===== src/rtl/bmc_pkg.sv =====
// ----------------------------------------------------------------------------
// bmc_pkg
// Shared types and constants for the button multi-click decoder.
// ----------------------------------------------------------------------------
package bmc_pkg;

    localparam int unsigned TimeW  = 16;
    localparam int unsigned KindW  = 3;
    localparam int unsigned ClickW = 3;
    localparam int unsigned AddrW  = 3;
    localparam int unsigned MaxRes = 4;
    localparam int unsigned CntW   = 3;   // holds 0..MaxRes
    localparam int unsigned IdxW   = 2;   // indexes MaxRes slots

    localparam logic [TimeW-1:0] TimeSat = '1;

    // register reset values
    localparam logic [TimeW-1:0]  BounceMinRst  = 16'd30;
    localparam logic [TimeW-1:0]  ShortMaxRst   = 16'd500;
    localparam logic [TimeW-1:0]  ClickGapRst   = 16'd1000;
    localparam logic [ClickW-1:0] MaxClicksRst  = 3'd5;
    localparam logic [TimeW-1:0]  ListenHoldRst = 16'd3000;
    localparam logic [TimeW-1:0]  ExitMinRst    = 16'd3000;
    localparam logic [TimeW-1:0]  ExitMaxRst    = 16'd8000;
    localparam logic [TimeW-1:0]  ClearHoldRst  = 16'd10000;

    typedef enum logic [AddrW-1:0] {
        REG_BOUNCE_MIN  = 3'd0,
        REG_SHORT_MAX   = 3'd1,
        REG_CLICK_GAP   = 3'd2,
        REG_MAX_CLICKS  = 3'd3,
        REG_LISTEN_HOLD = 3'd4,
        REG_EXIT_MIN    = 3'd5,
        REG_EXIT_MAX    = 3'd6,
        REG_CLEAR_HOLD  = 3'd7
    } t_reg_idx;

    typedef enum logic [KindW-1:0] {
        EV_PRESS       = 3'd0,
        EV_RELEASE     = 3'd1,
        EV_CLICK       = 3'd2,
        EV_FINAL       = 3'd3,
        EV_ENTER_LISTEN = 3'd4,
        EV_EXIT_LISTEN = 3'd5,
        EV_CLEAR_CREDS = 3'd6
    } t_event_kind;

    typedef struct packed {
        logic [TimeW-1:0]  bounce_min_ms;
        logic [TimeW-1:0]  short_max_ms;
        logic [TimeW-1:0]  click_gap_ms;
        logic [ClickW-1:0] max_clicks;
        logic [TimeW-1:0]  listen_hold_ms;
        logic [TimeW-1:0]  exit_min_ms;
        logic [TimeW-1:0]  exit_max_ms;
        logic [TimeW-1:0]  clear_hold_ms;
    } t_cfg;

    // results of one tick, in order, n of them valid
    typedef struct packed {
        logic [CntW-1:0]               n;
        logic [MaxRes-1:0][KindW-1:0]  kind;
        logic [MaxRes-1:0][TimeW-1:0]  value;
    } t_bundle;

endpackage


===== src/rtl/bmc_cfg.sv =====
// ----------------------------------------------------------------------------
// bmc_cfg
// Configuration register file, write only.
// ----------------------------------------------------------------------------
module bmc_cfg
    import bmc_pkg::*;
(
    input  logic             i_clk,
    input  logic             i_rst_n,
    input  logic             i_cfg_we,
    input  logic [AddrW-1:0] i_cfg_addr,
    input  logic [TimeW-1:0] i_cfg_wdata,
    output t_cfg             o_cfg
);

    t_cfg r_cfg;

    always_ff @(posedge i_clk) begin
        if (!i_rst_n) begin
            r_cfg.bounce_min_ms  <= BounceMinRst;
            r_cfg.short_max_ms   <= ShortMaxRst;
            r_cfg.click_gap_ms   <= ClickGapRst;
            r_cfg.max_clicks     <= MaxClicksRst;
            r_cfg.listen_hold_ms <= ListenHoldRst;
            r_cfg.exit_min_ms    <= ExitMinRst;
            r_cfg.exit_max_ms    <= ExitMaxRst;
            r_cfg.clear_hold_ms  <= ClearHoldRst;
        end else if (i_cfg_we) begin
            unique case (t_reg_idx'(i_cfg_addr))
                REG_BOUNCE_MIN:  r_cfg.bounce_min_ms  <= i_cfg_wdata;
                REG_SHORT_MAX:   r_cfg.short_max_ms   <= i_cfg_wdata;
                REG_CLICK_GAP:   r_cfg.click_gap_ms   <= i_cfg_wdata;
                REG_MAX_CLICKS:  r_cfg.max_clicks     <= i_cfg_wdata[ClickW-1:0];
                REG_LISTEN_HOLD: r_cfg.listen_hold_ms <= i_cfg_wdata;
                REG_EXIT_MIN:    r_cfg.exit_min_ms    <= i_cfg_wdata;
                REG_EXIT_MAX:    r_cfg.exit_max_ms    <= i_cfg_wdata;
                REG_CLEAR_HOLD:  r_cfg.clear_hold_ms  <= i_cfg_wdata;
                default: ;
            endcase
        end
    end

    assign o_cfg = r_cfg;

endmodule


===== src/rtl/bmc_core.sv =====
// ----------------------------------------------------------------------------
// bmc_core
// Press/hold/click state and the per-tick event decision.
// ----------------------------------------------------------------------------
module bmc_core
    import bmc_pkg::*;
(
    input  logic    i_clk,
    input  logic    i_rst_n,
    input  t_cfg    i_cfg,
    input  logic    i_accept,
    input  logic    i_down,
    input  logic    i_lis,
    output t_bundle o_bundle
);

    localparam int unsigned NumCand = 5;

    logic              r_was_down, n_was_down;
    logic [TimeW-1:0]  r_hold, n_hold;
    logic              r_lap, n_lap;
    logic [ClickW-1:0] r_count, n_count;
    logic              r_armed, n_armed;
    logic [TimeW-1:0]  r_gap, n_gap;
    logic              r_creds, n_creds;

    // candidate slots: 0 edge/hold event, 1 click, 2 classify final,
    // 3 listen request, 4 gap final
    logic [NumCand-1:0]              cand_en;
    logic [NumCand-1:0][KindW-1:0]   cand_kind;
    logic [NumCand-1:0][TimeW-1:0]   cand_val;

    logic              do_class;
    logic [TimeW-1:0]  d;
    logic [TimeW-1:0]  hold_inc;
    logic [ClickW-1:0] cnt1;
    logic [CntW-1:0]   k;
    t_bundle           bundle;

    always_comb begin
        n_was_down = i_down;
        n_lap      = r_lap;
        n_count    = r_count;
        n_armed    = r_armed;
        n_gap      = r_gap;
        n_creds    = r_creds;
        cand_en    = '0;
        cand_kind  = '0;
        cand_val   = '0;
        do_class   = 1'b0;
        cnt1       = r_count + 1'b1;

        hold_inc = (r_was_down && r_hold != TimeSat) ? r_hold + 1'b1 : r_hold;
        n_hold   = hold_inc;
        d        = hold_inc;

        if (i_down && !r_was_down) begin
            n_lap   = i_lis;
            n_hold  = '0;
            n_creds = 1'b0;
            cand_en[0]   = !i_lis;
            cand_kind[0] = EV_PRESS;
        end else if (!i_down && r_was_down) begin
            if (!i_lis) begin
                cand_en[0]   = 1'b1;
                cand_kind[0] = EV_RELEASE;
                cand_val[0]  = d;
                do_class     = 1'b1;
            end
            cand_en[3]   = (d > i_cfg.exit_min_ms) && (d < i_cfg.exit_max_ms) && r_lap && i_lis;
            cand_kind[3] = EV_EXIT_LISTEN;
            n_hold = '0;
        end else if (i_down && r_was_down) begin
            if (i_lis && hold_inc >= i_cfg.clear_hold_ms && !r_creds) begin
                n_creds      = 1'b1;
                cand_en[0]   = 1'b1;
                cand_kind[0] = EV_CLEAR_CREDS;
            end else if (!i_lis && hold_inc >= i_cfg.listen_hold_ms && !r_lap) begin
                cand_en[0]   = 1'b1;
                cand_kind[0] = EV_RELEASE;
                cand_val[0]  = d;
                do_class     = 1'b1;
                cand_en[3]   = 1'b1;
                cand_kind[3] = EV_ENTER_LISTEN;
                n_lap   = 1'b1;
                n_hold  = '0;
                n_creds = 1'b0;
            end
        end

        cand_kind[1] = EV_CLICK;
        cand_kind[2] = EV_FINAL;
        if (do_class && d >= i_cfg.bounce_min_ms) begin
            if (d < i_cfg.short_max_ms) begin
                cand_en[1]  = 1'b1;
                cand_val[1] = TimeW'(cnt1);
                if (cnt1 < i_cfg.max_clicks) begin
                    n_count = cnt1;
                    n_armed = 1'b1;
                    n_gap   = '0;
                end else begin
                    n_count     = '0;
                    n_armed     = 1'b0;
                    n_gap       = '0;
                    cand_en[2]  = (cnt1 != '0);
                    cand_val[2] = TimeW'(cnt1);
                end
            end else begin
                n_count     = '0;
                n_armed     = 1'b0;
                n_gap       = '0;
                cand_en[2]  = (r_count != '0);
                cand_val[2] = TimeW'(r_count);
            end
        end

        cand_kind[4] = EV_FINAL;
        if (n_armed) begin
            if (n_gap > i_cfg.click_gap_ms) begin
                cand_en[4]  = (n_count != '0);
                cand_val[4] = TimeW'(n_count);
                n_count = '0;
                n_armed = 1'b0;
                n_gap   = '0;
            end else if (n_gap != TimeSat) begin
                n_gap = n_gap + 1'b1;
            end
        end
    end

    // pack enabled candidates in order, at most MaxRes
    always_comb begin
        bundle = '0;
        k      = '0;
        for (int i = 0; i < NumCand; i++) begin
            if (cand_en[i] && k < CntW'(MaxRes)) begin
                bundle.kind[k[IdxW-1:0]]  = cand_kind[i];
                bundle.value[k[IdxW-1:0]] = cand_val[i];
                k = k + 1'b1;
            end
        end
        bundle.n = k;
    end

    always_ff @(posedge i_clk) begin
        if (!i_rst_n) begin
            r_was_down <= 1'b0;
            r_hold     <= '0;
            r_lap      <= 1'b0;
            r_count    <= '0;
            r_armed    <= 1'b0;
            r_gap      <= '0;
            r_creds    <= 1'b0;
        end else if (i_accept) begin
            r_was_down <= n_was_down;
            r_hold     <= n_hold;
            r_lap      <= n_lap;
            r_count    <= n_count;
            r_armed    <= n_armed;
            r_gap      <= n_gap;
            r_creds    <= n_creds;
        end
    end

    assign o_bundle = bundle;

endmodule


===== src/rtl/bmc_out.sv =====
// ----------------------------------------------------------------------------
// bmc_out
// Result register: holds one tick's events and sends them one beat each.
// ----------------------------------------------------------------------------
module bmc_out
    import bmc_pkg::*;
(
    input  logic             i_clk,
    input  logic             i_rst_n,
    input  logic             i_load,
    input  t_bundle          i_bundle,
    output logic             o_free,
    output logic             o_valid,
    input  logic             i_ready,
    output logic [KindW-1:0] o_kind,
    output logic [TimeW-1:0] o_value,
    output logic             o_last
);

    logic                          r_valid;
    logic [IdxW-1:0]               r_idx;
    logic [CntW-1:0]               r_n;
    logic [MaxRes-1:0][KindW-1:0]  r_kind;
    logic [MaxRes-1:0][TimeW-1:0]  r_value;
    logic                          last;

    assign last   = (CntW'(r_idx) + 1'b1) == r_n;
    assign o_free = !r_valid || (i_ready && last);

    always_ff @(posedge i_clk) begin
        if (!i_rst_n) begin
            r_valid <= 1'b0;
            r_idx   <= '0;
        end else if (i_load) begin
            r_valid <= 1'b1;
            r_idx   <= '0;
        end else if (r_valid && i_ready) begin
            if (last) begin
                r_valid <= 1'b0;
            end
            r_idx <= r_idx + 1'b1;
        end
    end

    always_ff @(posedge i_clk) begin
        if (i_load) begin
            r_n     <= i_bundle.n;
            r_kind  <= i_bundle.kind;
            r_value <= i_bundle.value;
        end
    end

    assign o_valid = r_valid;
    assign o_kind  = r_kind[r_idx];
    assign o_value = r_value[r_idx];
    assign o_last  = last;

endmodule


===== src/rtl/button_multi_click_decoder.sv =====
// ----------------------------------------------------------------------------
// button_multi_click_decoder
// Millisecond-tick button decoder: press, release, clicks, long-press requests.
// ----------------------------------------------------------------------------
// One input beat per tick. Each tick is decided in the cycle it is accepted
// and yields zero to four event beats, held in the result register and sent
// one per cycle while m_axis_tready is high; tlast marks the tick's final
// event. A tick giving no events leaves the output free for the next tick;
// otherwise the next tick is taken in the cycle its last beat leaves. The
// output register's drain is what sets the rate.
module button_multi_click_decoder
    import bmc_pkg::*;
(
    input  logic             i_clk,
    input  logic             i_rst_n,
    // config
    input  logic             i_cfg_we,
    input  logic [AddrW-1:0] i_cfg_addr,
    input  logic [TimeW-1:0] i_cfg_wdata,
    // tick in
    input  logic             s_axis_tvalid,
    output logic             s_axis_tready,
    input  logic [7:0]       s_axis_tdata,   // [0] button_down, [1] listening
    // events out
    output logic             m_axis_tvalid,
    input  logic             m_axis_tready,
    output logic [23:0]      m_axis_tdata,   // [2:0] event_kind, [18:3] event_value
    output logic             m_axis_tlast    // last_event
);

    t_cfg             cfg;
    t_bundle          bundle;
    logic             accept;
    logic             free;
    logic [KindW-1:0] kind;
    logic [TimeW-1:0] value;

    bmc_cfg u_cfg (
        .i_clk       (i_clk),
        .i_rst_n     (i_rst_n),
        .i_cfg_we    (i_cfg_we),
        .i_cfg_addr  (i_cfg_addr),
        .i_cfg_wdata (i_cfg_wdata),
        .o_cfg       (cfg)
    );

    assign s_axis_tready = free;
    assign accept        = s_axis_tvalid && free;

    bmc_core u_core (
        .i_clk    (i_clk),
        .i_rst_n  (i_rst_n),
        .i_cfg    (cfg),
        .i_accept (accept),
        .i_down   (s_axis_tdata[0]),
        .i_lis    (s_axis_tdata[1]),
        .o_bundle (bundle)
    );

    bmc_out u_out (
        .i_clk    (i_clk),
        .i_rst_n  (i_rst_n),
        .i_load   (accept && (bundle.n != '0)),
        .i_bundle (bundle),
        .o_free   (free),
        .o_valid  (m_axis_tvalid),
        .i_ready  (m_axis_tready),
        .o_kind   (kind),
        .o_value  (value),
        .o_last   (m_axis_tlast)
    );

    assign m_axis_tdata = {5'd0, value, kind};

endmodule


===== config.mk =====
export PLATFORM = sky130hd
export DESIGN_NAME = button_multi_click_decoder
export DESIGN_NICKNAME = d
export VERILOG_FILES = /design/src/rtl/bmc_pkg.sv /design/src/rtl/bmc_cfg.sv /design/src/rtl/bmc_core.sv /design/src/rtl/bmc_out.sv /design/src/rtl/button_multi_click_decoder.sv
export SDC_FILE = /design/constraint.sdc
export NUM_CORES = 1
export LEC_CHECK = 0
export BUFFER_PORTS_ARGS = -buffer_cell sky130_fd_sc_hd__buf_2
export CORE_UTILIZATION = 34
export CTS_CLUSTER_DIAMETER = 120
export DETAILED_ROUTE_END_ITERATION = 12
export PLACE_DENSITY = 0.6
export SLEW_MARGIN = 20
export SYNTH_ARGS = -nofsm -noshare
export SYNTH_HDL_FRONTEND = slang
export SYNTH_SLANG_ARGS = --single-unit

===== constraint.sdc =====
create_clock -name i_clk -period 13.1 [get_ports i_clk]
set_clock_uncertainty 0.1 [all_clocks]
set_input_delay 0.655 -clock i_clk [delete_from_list [all_inputs] [get_ports i_clk]]
set_output_delay 0.655 -clock i_clk [all_outputs]
set_load 0.02 [all_outputs]

==> metrics.yaml, run 1 <==
worst_setup_path:
  crit_fanout: 40
  cp-start-kind: "flip-flop"
  regToRegStartpoint: "u_core.r_hold[0]"
  cp.depth: 28
  worstRegToRegCells: 28
  r2r_setup_slack_ns: 4.10
  cp-endpoint: "u_out.r_kind[3]"
  cp_slowest_stage_delay_ns: 0.80
  critPathBufInv: 3
  worstPathArrival_ns: 8.98
  critical_path.slowest_cell: "a21o_1"
  r2r-end: "u_out.r_kind[3]"
  crit_path_start: "u_core.r_hold[0]"
  crit_family: "simple AND/OR/NAND/NOR gates"
  cp-end-kind: "flip-flop"
  worstPathRequired_ns: 13.08
  critPathKind: "flip-flop to flip-flop"
cts:
  clockBufferDepth: 2
  cts_hold_buf: 0
  cts_setup_buffers: 0
  path_clk_slew_ns: 0.07
  cts_root_buffer: "clkbuf_16"
  cts_buffers: 17
  cts_tree: "yes"
  htree_levels: 4
  clock-sinks: 197
  clk_latency_ns: 0.45
  cts_resized: 0
power_and_ir_drop:
  total_power_mw: 1.296
  power.density_nw_per_um2: 96.04
  power_leakage_nw: 5.639
  ir_drop_mv: 0.09908
route:
  firstDrtPassIters: 5
  viasPerCell: 5.267
  dr_total_vias: 10340
  drc: 0
  drtIter0Drc: 724
  post_drt_wl_per_cell_um: 16.69
  ant_nets: 0
  wl_um: 32750
global_route:
  grt_max_degree: 99
  grt_use_total_pct: 18.41
  grt-ovfl-total: 0
  grt_pass1_wl_um: 52720
  grt_pass1_vias: 9889
  antenna_found_initial: 1
cells_and_area:
  area_delta_synth_final_pct: 10.24
  n_antenna_cell: 0
  layout-drive-gt1-share_pct: 8.988
  register_area_sq_um: 4344
  stdcell_area_sq_um: 13500
  post-route-util_pct: 38.03
  nFillCells: 3630
  nets: 1651
  multi_input_area_sq_um: 7034
timing:
  setup_viol: 0
  relSlewSlack_pct: 25.15
  fmax_mhz: 111.1
  report.final.slew_viol_count: 0
  hold_viol: 0
  tns_ns: 0
  worstMarginPinSlew_ns: 1.123
  fin_crit_sh_pct: 68.71
  rsz0062_at_grt: "no"
  fin_crit_ns: 9.001
floorplan:
  start_util_pct: 34.50
  io_pins: 59
  dieHeight_um: 191.8
  die_x_um: 191.8
  dieArea_sq_um: 36770
  coreArea_sq_um: 35480
  rows: 69
logic_synthesis:
  yosys_register_bits: 197
  netlist_area_sq_um: 12240
  synth_cell_type_count: 91
  ys_seq_area_share_pct: 35.49
  yosys_most_used_dff: "dfxtp_1"
  synthArstFlopShare_pct: 0
  synth_edf_count: 40
  synth_warnings: 0
  synth_cells: 1473
  syn_area_per_cell_sq_um: 8.311
worst_hold_path:
  hold_class: "flip-flop to flip-flop"
placement:
  place_hpwl_um: 24200
  place.gp.congestion: 0.8875
  postPlaceCellArea_sq_um: 12870
  portBuffers: 47
run_status:
  outcome: "complete, no violations"
job:
  drv_cap: 0
==> power breakdown <==
part / switching [mW] / internal (mW)
clock: 0.237 / 0.325
combinational: 0.0693 / 0.0291
sequential: 0.00581 / 0.630
total: 0.312 / 0.984
==> worst min-delay path: cells and delay by family, from the launching register on <==
family | cells | cell delay [ns]
flip-flops | 1 | 0.31
AND/OR/NAND/NOR | 1 | 0.05
AO/OA/AOI/OAI | 1 | 0.05
==> worst min-delay path by stage <==
stage | depth (start not counted) | end | slack, ns | start
2_1_floorplan | 2 | u_cfg.o_cfg[83] | 0.33 | u_cfg.o_cfg[83]
3_3_place_gp | 2 | u_cfg.o_cfg[42] | 0.34 | u_cfg.o_cfg[42]
3_5_place_dp | 2 | u_cfg.o_cfg[42] | 0.35 | u_cfg.o_cfg[42]
4_1_cts | 2 | u_cfg.o_cfg[42] | 0.36 | u_cfg.o_cfg[42]
5_1_grt | 2 | u_cfg.o_cfg[62] | 0.37 | u_cfg.o_cfg[62]
6_report | 2 | u_cfg.o_cfg[81] | 0.35 | u_cfg.o_cfg[81]
==> through the flow <==
step                hold WS, ns  std cells  worst slack, ns
global placement         0.3431       1931            4.331
finish                   0.3537       1963            4.099
global route             0.3697       1963            3.352
floorplan                0.3318       1477            3.129
CTS                      0.3555       1963            4.154
detailed placement       0.3463       1931            4.194
==> routing by layer <==
| metal | vias up | routed length (um) | GRT usage (%) |
|---|---|---|---|
| li1 | 5189 | - | - |
| met1 | 4857 | 16040 | 25.51 |
| met2 | 260 | 14680 | 29.70 |
| met3 | 32 | 1532 | 2.686 |
| met4 | 2 | 484 | 4.792 |
| met5 | - | 13 | 0 |
==> state kept, by name, summed over array words and instances, names as in the netlist, 2 cells and up <==
name and cells:
u_core.r_gap 16, u_core.r_hold 16, u_out.r_kind 12, u_out.r_idx 2
u_out.r_n 3, u_cfg.o_cfg 115, u_core.r_count 3, u_out.r_value 25
==> synth_stat cells (all sizes together), types with 35 or more instances <==
master / n / area, sq um
nand2: 260 / 975.9
o21ai: 38 / 193.9
nor2: 81 / 304.0
nand3: 35 / 185.2
ha: 129 / 1614
inv: 143 / 536.8
clkbuf: 55 / 240.2
o211ai: 54 / 405.4
and2: 37 / 234.0
dfxtp: 157 / 3143
edfxtp: 40 / 1201
a21oi: 130 / 650.6
==> layout by cell type, fill, tap and decap left out, types with 6 or more instances in the layout <==
cell | Yosys | layout
o211ai_1 | 54 | 54
nand4_1 | 23 | 23
a31oi_1 | 7 | 7
nor2_1 | 81 | 81
and3_1 | 13 | 13
buf_4 | 6 | 18
nor4_1 | 7 | 7
nand3_1 | 33 | 33
xnor2_1 | 8 | 8
a21oi_1 | 130 | 130
edfxtp_1 | 40 | 40
o21ai_0 | 36 | 36
buf_2 | 3 | 47
xor2_1 | 14 | 14
or3_1 | 6 | 6
clkbuf_16 | 0 | 19
and4_1 | 9 | 9
inv_1 | 143 | 143
nand2_1 | 260 | 260
mux4_2 | 6 | 6
nor2b_1 | 12 | 12
nor3_1 | 26 | 23
a211oi_1 | 9 | 9
o21a_1 | 9 | 9
mux2i_1 | 12 | 12
nand2b_1 | 12 | 12
dfxtp_1 | 157 | 157
a21o_1 | 16 | 16
ha_1 | 129 | 129
a22oi_1 | 9 | 9
and2_1 | 33 | 34
==> layout make-up <==
class | instances | share of cell area (%)
clock buffers | 22 | 3.607
inverters | 144 | 4.014
flip-flops and latches | 197 | 32.19
repair buffers | 65 | 2.744
well taps | 461 | 4.274
clock inverters | 10 | 1.048
multi-input cells | 1064 | 52.12
==> cells by family (layout without fill, tap and decap cells) <==
kind of cell	Yosys count	count (layout)	synth area share, %
simple gates	538	538	20.66
compound gates	345	345	18.93
buf+inv	216	241	7.297
flops	197	197	35.49
fa+ha+maj	130	130	13.35
xor+xnor	23	23	1.707
mux	23	23	2.545
other cells	1	5	0.03063
Note: power is estimated with default switching activity, not from simulation.
==> run 2: changes to the inputs <==
- PLACE_DENSITY: 0.6 -> 0.62
- clock period: 13.1 -> 7.8 ns (I/O delays scaled with it)
==> run 2 against run 1 <==
The run now ends with DRC left. Flip-flop and latch count is the same. Maximum frequency grew 23%. Count of clock-buffer cells in the layout grew 3. Die area is the same. Sequential power grew 68%. Combinational power grew 77%. Critical endpoint is now u_out.r_value[8]. Routed wire length grew 2.0%. Via count grew 2.3%. Global-route usage grew 0.21 points. Register-to-register slack lost 3.6 ns.
==> metrics.yaml, run 2 (synthesized netlist as in run 1, its figures left out) <==
cts:
  clk_latency_ns: 0.44  # was 0.45 ns
  htree_levels: 4  # unchanged
  path_clk_slew_ns: 0.07  # about the same
  cts_resized: 0  # unchanged
  cts_root_buffer: "clkbuf_16"  # unchanged
  cts_setup_buffers: 0  # unchanged
  cts_buffers: 17  # unchanged
  clock-sinks: 197  # unchanged
  cts_hold_buf: 0  # unchanged
  clockBufferDepth: 2  # unchanged
  cts_tree: "yes"  # unchanged
placement:
  place_hpwl_um: 24560  # was 24200 um
  portBuffers: 47  # unchanged
  pre_cts_ws_ns: 0.3466  # was 4.194 ns
  place.gp.congestion: 0.8896  # was 0.8875
  dp_cells: 1949  # was 1931
run_status:
  outcome: "finished, violations left"  # was complete, no violations
  violations: "DRC"
worst_setup_path:
  cpMostUsedCell: "ha_1"
  critPathBufInv: 5  # was 3
  r2r-end: "u_out.r_value[8]"  # was u_out.r_kind[3]
  worstPathArrival_ns: 7.50  # was 8.98 ns
  regToRegStartpoint: "u_core.r_hold[0]"  # unchanged
  critPathKind: "flip-flop to flip-flop"  # unchanged
  cp-end-kind: "flip-flop"  # unchanged
  critical_path.slowest_cell: "or4_4"  # was a21o_1
  crit_fanout: 13  # was 40
  worstRegToRegCells: 28  # unchanged
  crit_path_start: "u_core.r_hold[0]"  # unchanged
  worstPathRequired_ns: 7.97  # was 13.08 ns
  cp-start-kind: "flip-flop"  # unchanged
  cp_slowest_stage_delay_ns: 0.60  # was 0.80 ns
  crit_family: "compound AO/OA/AOI/OAI gates"  # was simple AND/OR/NAND/NOR gates
  r2r_setup_slack_ns: 0.47  # was 4.10 ns
power_and_ir_drop:
  p_clk_share_pct: 42.2  # was 43.3%
  intPower_mw: 1.634  # was 0.9841 mW
  ir_drop_mv: 0.1511  # was 0.09908 mV
  power.density_nw_per_um2: 157.1  # was 96.04 nW/um^2
  p_switching_mw: 0.5167  # was 0.3120 mW
  combPwrFrac_pct: 8.1  # was 7.6%
  seqPwrFrac_pct: 49.7  # was 49.1%
  power_leakage_nw: 5.735  # was 5.639 nW
  swShare_pct: 24.03  # was 24.08%
floorplan:
  io_pins: 59  # unchanged
  rows: 69  # unchanged
  coreArea_sq_um: 35480  # unchanged
  dieArea_sq_um: 36770  # unchanged
  die_x_um: 191.8  # unchanged
  dieHeight_um: 191.8  # unchanged
  start_util_pct: 34.50  # unchanged
worst_hold_path:
  holdCritStartpoint: "s_axis_tvalid"  # was u_cfg.o_cfg[81]
  min_path_cells: 3  # was 2
  min_to: "u_out.o_valid"  # was u_cfg.o_cfg[81]
  hold_class: "primary input to flip-flop"  # was flip-flop to flip-flop
route:
  viasPerCell: 5.342  # was 5.267
  ant_nets: 0  # unchanged
  post_drt_wl_per_cell_um: 16.87  # was 16.69 um
  dr_total_vias: 10580  # was 10340
  wl_um: 33410  # was 32750 um
  firstDrtPassIters: 10  # was 5
  drtIter0Drc: 910  # was 724
  drc: 4  # was 0
cells_and_area:
  largest_reg_flops: 115  # unchanged
  nFillCells: 3593  # was 3630
  area_delta_synth_final_pct: 11.84  # was 10.24%
  final_cell_mix: "260 x nand2_1, 157 x dfxtp_1, 143 x inv_1, 130 x a21oi_1, 128 x ha_1"  # was 260 x nand2_1, 157 x dfxtp_1, 143 x inv_1, 130 x a21oi_1, 129 x ha_1
  nets: 1669  # was 1651
  multi_input_area_sq_um: 7107  # was 7034 sq um
  instances_no_fill: 1981  # was 1963
  layout-drive-gt1-share_pct: 10.79  # was 8.988%
  final_common_cell: "nand2_1"  # unchanged
  register_area_sq_um: 4344  # unchanged
  post-route-util_pct: 38.58  # was 38.03%
  n_antenna_cell: 0  # unchanged
timing:
  hold_viol: 0  # unchanged
  relSlewSlack_pct: 29.86  # was 25.15%
  fin_crit_sh_pct: 93.92  # was 68.71%
  fin_crit_ns: 7.326  # was 9.001 ns
  worstMarginPinSlew_ns: 1.052  # was 1.123 ns
  rsz0062_at_grt: "no"  # unchanged
  report.final.slew_viol_count: 0  # unchanged
  worst_slack_ns: 0.4743  # was 4.099 ns
  setup_viol: 0  # unchanged
  fmax_mhz: 136.5  # was 111.1 MHz
  tns_ns: 0  # unchanged
  worst_hold_slack_ns: 0.1365  # was 0.3537 ns
job:
  drv_cap: 0  # unchanged
global_route:
  grt_max_degree: 90  # was 99
  grt_use_total_pct: 18.63  # was 18.41%
  grt-ovfl-total: 0  # unchanged
  grt_pass1_wl_um: 52960  # was 52720 um
  grt_pass1_vias: 9786  # was 9889
  antenna_found_initial: 0  # was 1
==> run 2: cell count changes in the layout (fill, tap and decap cells not counted), sizes merged <==
cell      before  now
buf           65   83
clkbuf        22   25
clkinvlp       2    0
bufinv         3    2
clkinv         4    5
inv          145  144
==> run 2: worst reg2reg max path, delay by kind of cell (launching register included) <==
kind / cells / cell delay (ns)
AOI/OAI and AO/OA: 8 / 2.42
and+or+nand+nor: 9 / 1.85
adders and majority gates: 4 / 1.19
buffers and inverters: 5 / 0.76
DFF: 1 / 0.44
xor gates and xnor gates: 2 / 0.43
==> run 2: worst max path at each step <==
stage / end / cells after the start
floorplan: u_out.r_kind[0] / 29
global placement: u_out.r_value[13] / 25
detailed placement: u_out.r_value[13] / 25
CTS: u_out.r_value[13] / 25
global route: u_out.r_value[16] / 28
finish: u_out.r_value[8] / 28
==> run 2: area by class of cell <==
class                   instances  area share, %
well taps                     461          4.213
repair buffers                 83          3.784
flip-flops and latches        197          31.73
multi-input cells            1064          51.91
clock buffers                  25          3.729
clock inverters                 7         0.6763
inverters                     144          3.957
==> run 2: layer usage <==
metal | share of wire [%] | track usage, %
met3 | 6.1 | 3.453
met4 | 1.5 | 4.518
met5 | 0 | 0
met2 | 44 | 29.87
met1 | 48 | 25.63
==> run 2: stage by stage <==
stage | power [mW] | area [sq um]
3_3_place_gp | 1.259 | 13040
4_1_cts | 2.169 | 13650
2_1_floorplan | 1.204 | 12290
3_5_place_dp | 1.264 | 13050
6_report | 2.150 | 13690
5_1_grt | 2.231 | 13690
==> run 2: power by group through the flow <==
stage	Clock (mW)	Combinational [mW]	Sequential, mW
finish	0.908	0.174	1.07
global route	0.968	0.192	1.07
CTS	0.927	0.173	1.07
detailed placement	0	0.172	1.09
global placement	0	0.168	1.09
floorplan	0	0.116	1.09
==> run 3: changes to the inputs <==
- PLACE_DENSITY: 0.62 -> default
==> run 3 against run 2 <==
The flow now finishes without violations. Routed wire length is 1.1% higher. Global-route usage is 0.29 points higher. Hold slack better by 0.013 ns. Critical path depth stayed put. Maximum frequency is 0.73% higher. First-iteration DRC count is 15% lower. Largest cell class unchanged.
==> metrics.yaml, run 3 (synthesized netlist as in run 1, its figures left out) <==
placement:
  place_hpwl_um: 24670  # was 24560 um
  place.gp.congestion: 0.8666  # was 0.8896
  portBuffers: 47  # unchanged
cells_and_area:
  area_delta_synth_final_pct: 12.08  # was 11.84%
  n_antenna_cell: 0  # unchanged
  final_common_cell: "nand2_1"  # unchanged
  layout-drive-gt1-share_pct: 10.99  # was 10.79%
  nets: 1670  # was 1669
  nFillCells: 3629  # was 3593
  largest_reg_flops: 115  # unchanged
  final_cell_mix: "260 x nand2_1, 156 x dfxtp_1, 143 x inv_1, 130 x a21oi_1, 128 x ha_1"  # was 260 x nand2_1, 157 x dfxtp_1, 143 x inv_1, 130 x a21oi_1, 128 x ha_1
timing:
  relSlewSlack_pct: 27.68  # was 29.86%
  worst_hold_slack_ns: 0.1493  # was 0.1365 ns
  rsz0062_at_grt: "no"  # unchanged
  fin_crit_ns: 7.273  # was 7.326 ns
  setup_viol: 0  # unchanged
  fmax_mhz: 137.5  # was 136.5 MHz
  hold_viol: 0  # unchanged
  fin_crit_sh_pct: 93.24  # was 93.92%
  report.final.slew_viol_count: 0  # unchanged
  tns_ns: 0  # unchanged
  worstMarginPinSlew_ns: 1.077  # was 1.052 ns
worst_setup_path:
  cpMostUsedCell: "ha_1"  # unchanged
  cp-endpoint: "u_out.r_value[4]"  # was u_out.r_value[8]
  r2r_setup_slack_ns: 0.53  # was 0.47 ns
  critPathKind: "flip-flop to flip-flop"  # unchanged
  crit_path_start: "u_core.r_hold[0]"  # unchanged
  crit_fanout: 14  # was 13
  worstPathRequired_ns: 7.99  # was 7.97 ns
  regToRegStartpoint: "u_core.r_hold[0]"  # unchanged
  cp_slowest_stage_delay_ns: 0.61  # was 0.60 ns
  critical_path.slowest_cell: "or4_4"  # unchanged
  cp-end-kind: "flip-flop"  # unchanged
  worstRegToRegCells: 28  # unchanged
  worstPathArrival_ns: 7.46  # was 7.50 ns
  cp-start-kind: "flip-flop"  # unchanged
  r2r-end: "u_out.r_value[4]"  # was u_out.r_value[8]
cts:
  cts_root_buffer: "clkbuf_16"  # unchanged
  cts_buffers: 17  # unchanged
  cts_tree: "yes"  # unchanged
  clockBufferDepth: 2  # unchanged
  clock-sinks: 197  # unchanged
  path_clk_slew_ns: 0.07  # about the same
  clk_latency_ns: 0.45  # was 0.44 ns
  htree_levels: 4  # unchanged
  cts_hold_buf: 0  # unchanged
global_route:
  grt_max_degree: 99  # was 90
  grt_pass1_wl_um: 53880  # was 52960 um
  grt-ovfl-total: 0  # unchanged
  antenna_found_initial: 0  # unchanged
  grt_pass1_vias: 9967  # was 9786
  grt_use_total_pct: 18.91  # was 18.63%
route:
  firstDrtPassIters: 5  # was 10
  viasPerCell: 5.309  # was 5.342
  ant_nets: 0  # unchanged
  wl_um: 33770  # was 33410 um
  drtIter0Drc: 772  # was 910
  drc: 0  # was 4
  post_drt_wl_per_cell_um: 17.05  # was 16.87 um
  dr_total_vias: 10520  # was 10580
floorplan:
  start_util_pct: 34.50  # unchanged
  rows: 69  # unchanged
  die_x_um: 191.8  # unchanged
  io_pins: 59  # unchanged
  dieHeight_um: 191.8  # unchanged
  dieArea_sq_um: 36770  # unchanged
  coreArea_sq_um: 35480  # unchanged
power_and_ir_drop:
  power.density_nw_per_um2: 157.4  # was 157.1 nW/um^2
  power_leakage_nw: 5.737  # was 5.735 nW
  ir_drop_mv: 0.1731  # was 0.1511 mV
run_status:
  outcome: "complete, no violations"  # was finished, violations left
job:
  drv_cap: 0  # unchanged
worst_hold_path:
  hold_class: "primary input to flip-flop"  # unchanged
run 3: changes by cell type in the layout (fill, tap and decap cells not counted), sizes merged:
| cell | change |
|---|---|
| clkinv | +1 |
| buf | +1 |
| inv | +2 |
| clkinvlp | +1 |
| clkbuf | -5 |
run 3: how the worst min path moves through the flow:
stage / startpoint / to / slack [ns] / depth (start not counted)
after floorplan: u_cfg.o_cfg[83] / u_cfg.o_cfg[83] / 0.33 / 2
final: s_axis_tvalid / u_out.o_valid / 0.15 / 3
after global placement: u_cfg.o_cfg[58] / u_cfg.o_cfg[58] / 0.34 / 2
after CTS: s_axis_tvalid / u_out.o_valid / 0.13 / 3
after detailed placement: u_cfg.o_cfg[5] / u_cfg.o_cfg[5] / 0.35 / 2
after global routing: s_axis_tvalid / u_out.o_valid / 0.17 / 3
run 3: report_power, final:
part,total (mW),switching (mW),internal [mW]
Clock,0.916,0.408,0.508
Combinational,0.176,0.121,0.0542
Sequential,1.07,0.00896,1.06
run 3: cell type report:
cell class	instances	area, sq um	share of cell area (%)
clock inverters	11	120.1	0.8754
well taps	461	576.8	4.204
multi-input cells	1064	7113	51.84
repair buffers	84	545.5	3.976
inverters	144	541.8	3.949
clock buffers	20	478.0	3.483
flip-flops and latches	197	4345	31.67
run 3: through the flow:
stage	std cells	area [sq um]	total power, mW	setup slack, ns	utilization [%]
after global placement	1949	13040	1.260	0.4387	36.76
final	1981	13720	2.159	0.5274	38.67
after CTS	1980	13650	2.173	0.2877	38.46
after floorplan	1477	12290	1.204	0.03498	-
after detailed placement	1949	13050	1.264	0.3397	36.78
after global routing	1981	13720	2.236	0.08666	38.67
run 3: timing repair:
item / in CTS / in global routing
resized for setup: 0 / 10
endpoints found under the setup margin: 0 / 69
buffers inserted: 0 / 0
run 3: critical path, delay by kind of cell, from the launching register on:
kind / cells / cell delay, ns
compound gates: 8 / 2.31
xor+xnor: 1 / 0.18
fa+ha+maj: 3 / 0.88
buf+inv: 3 / 0.62
flops: 1 / 0.40
mux: 1 / 0.18
simple gates: 12 / 2.45
run 3: layer usage:
| metal | vias to the layer above | global-route usage [%] | routed length [um] | part of all wire, % |
|---|---|---|---|---|
| met4 | 0 | 5.342 | 595 | 1.8 |
| met5 | - | 0 | 0 | 0 |
| met2 | 279 | 29.83 | 15130 | 45 |
| met1 | 4969 | 26.22 | 16200 | 48 |
| met3 | 31 | 3.417 | 1838 | 5.4 |
| li1 | 5239 | - | - | - |
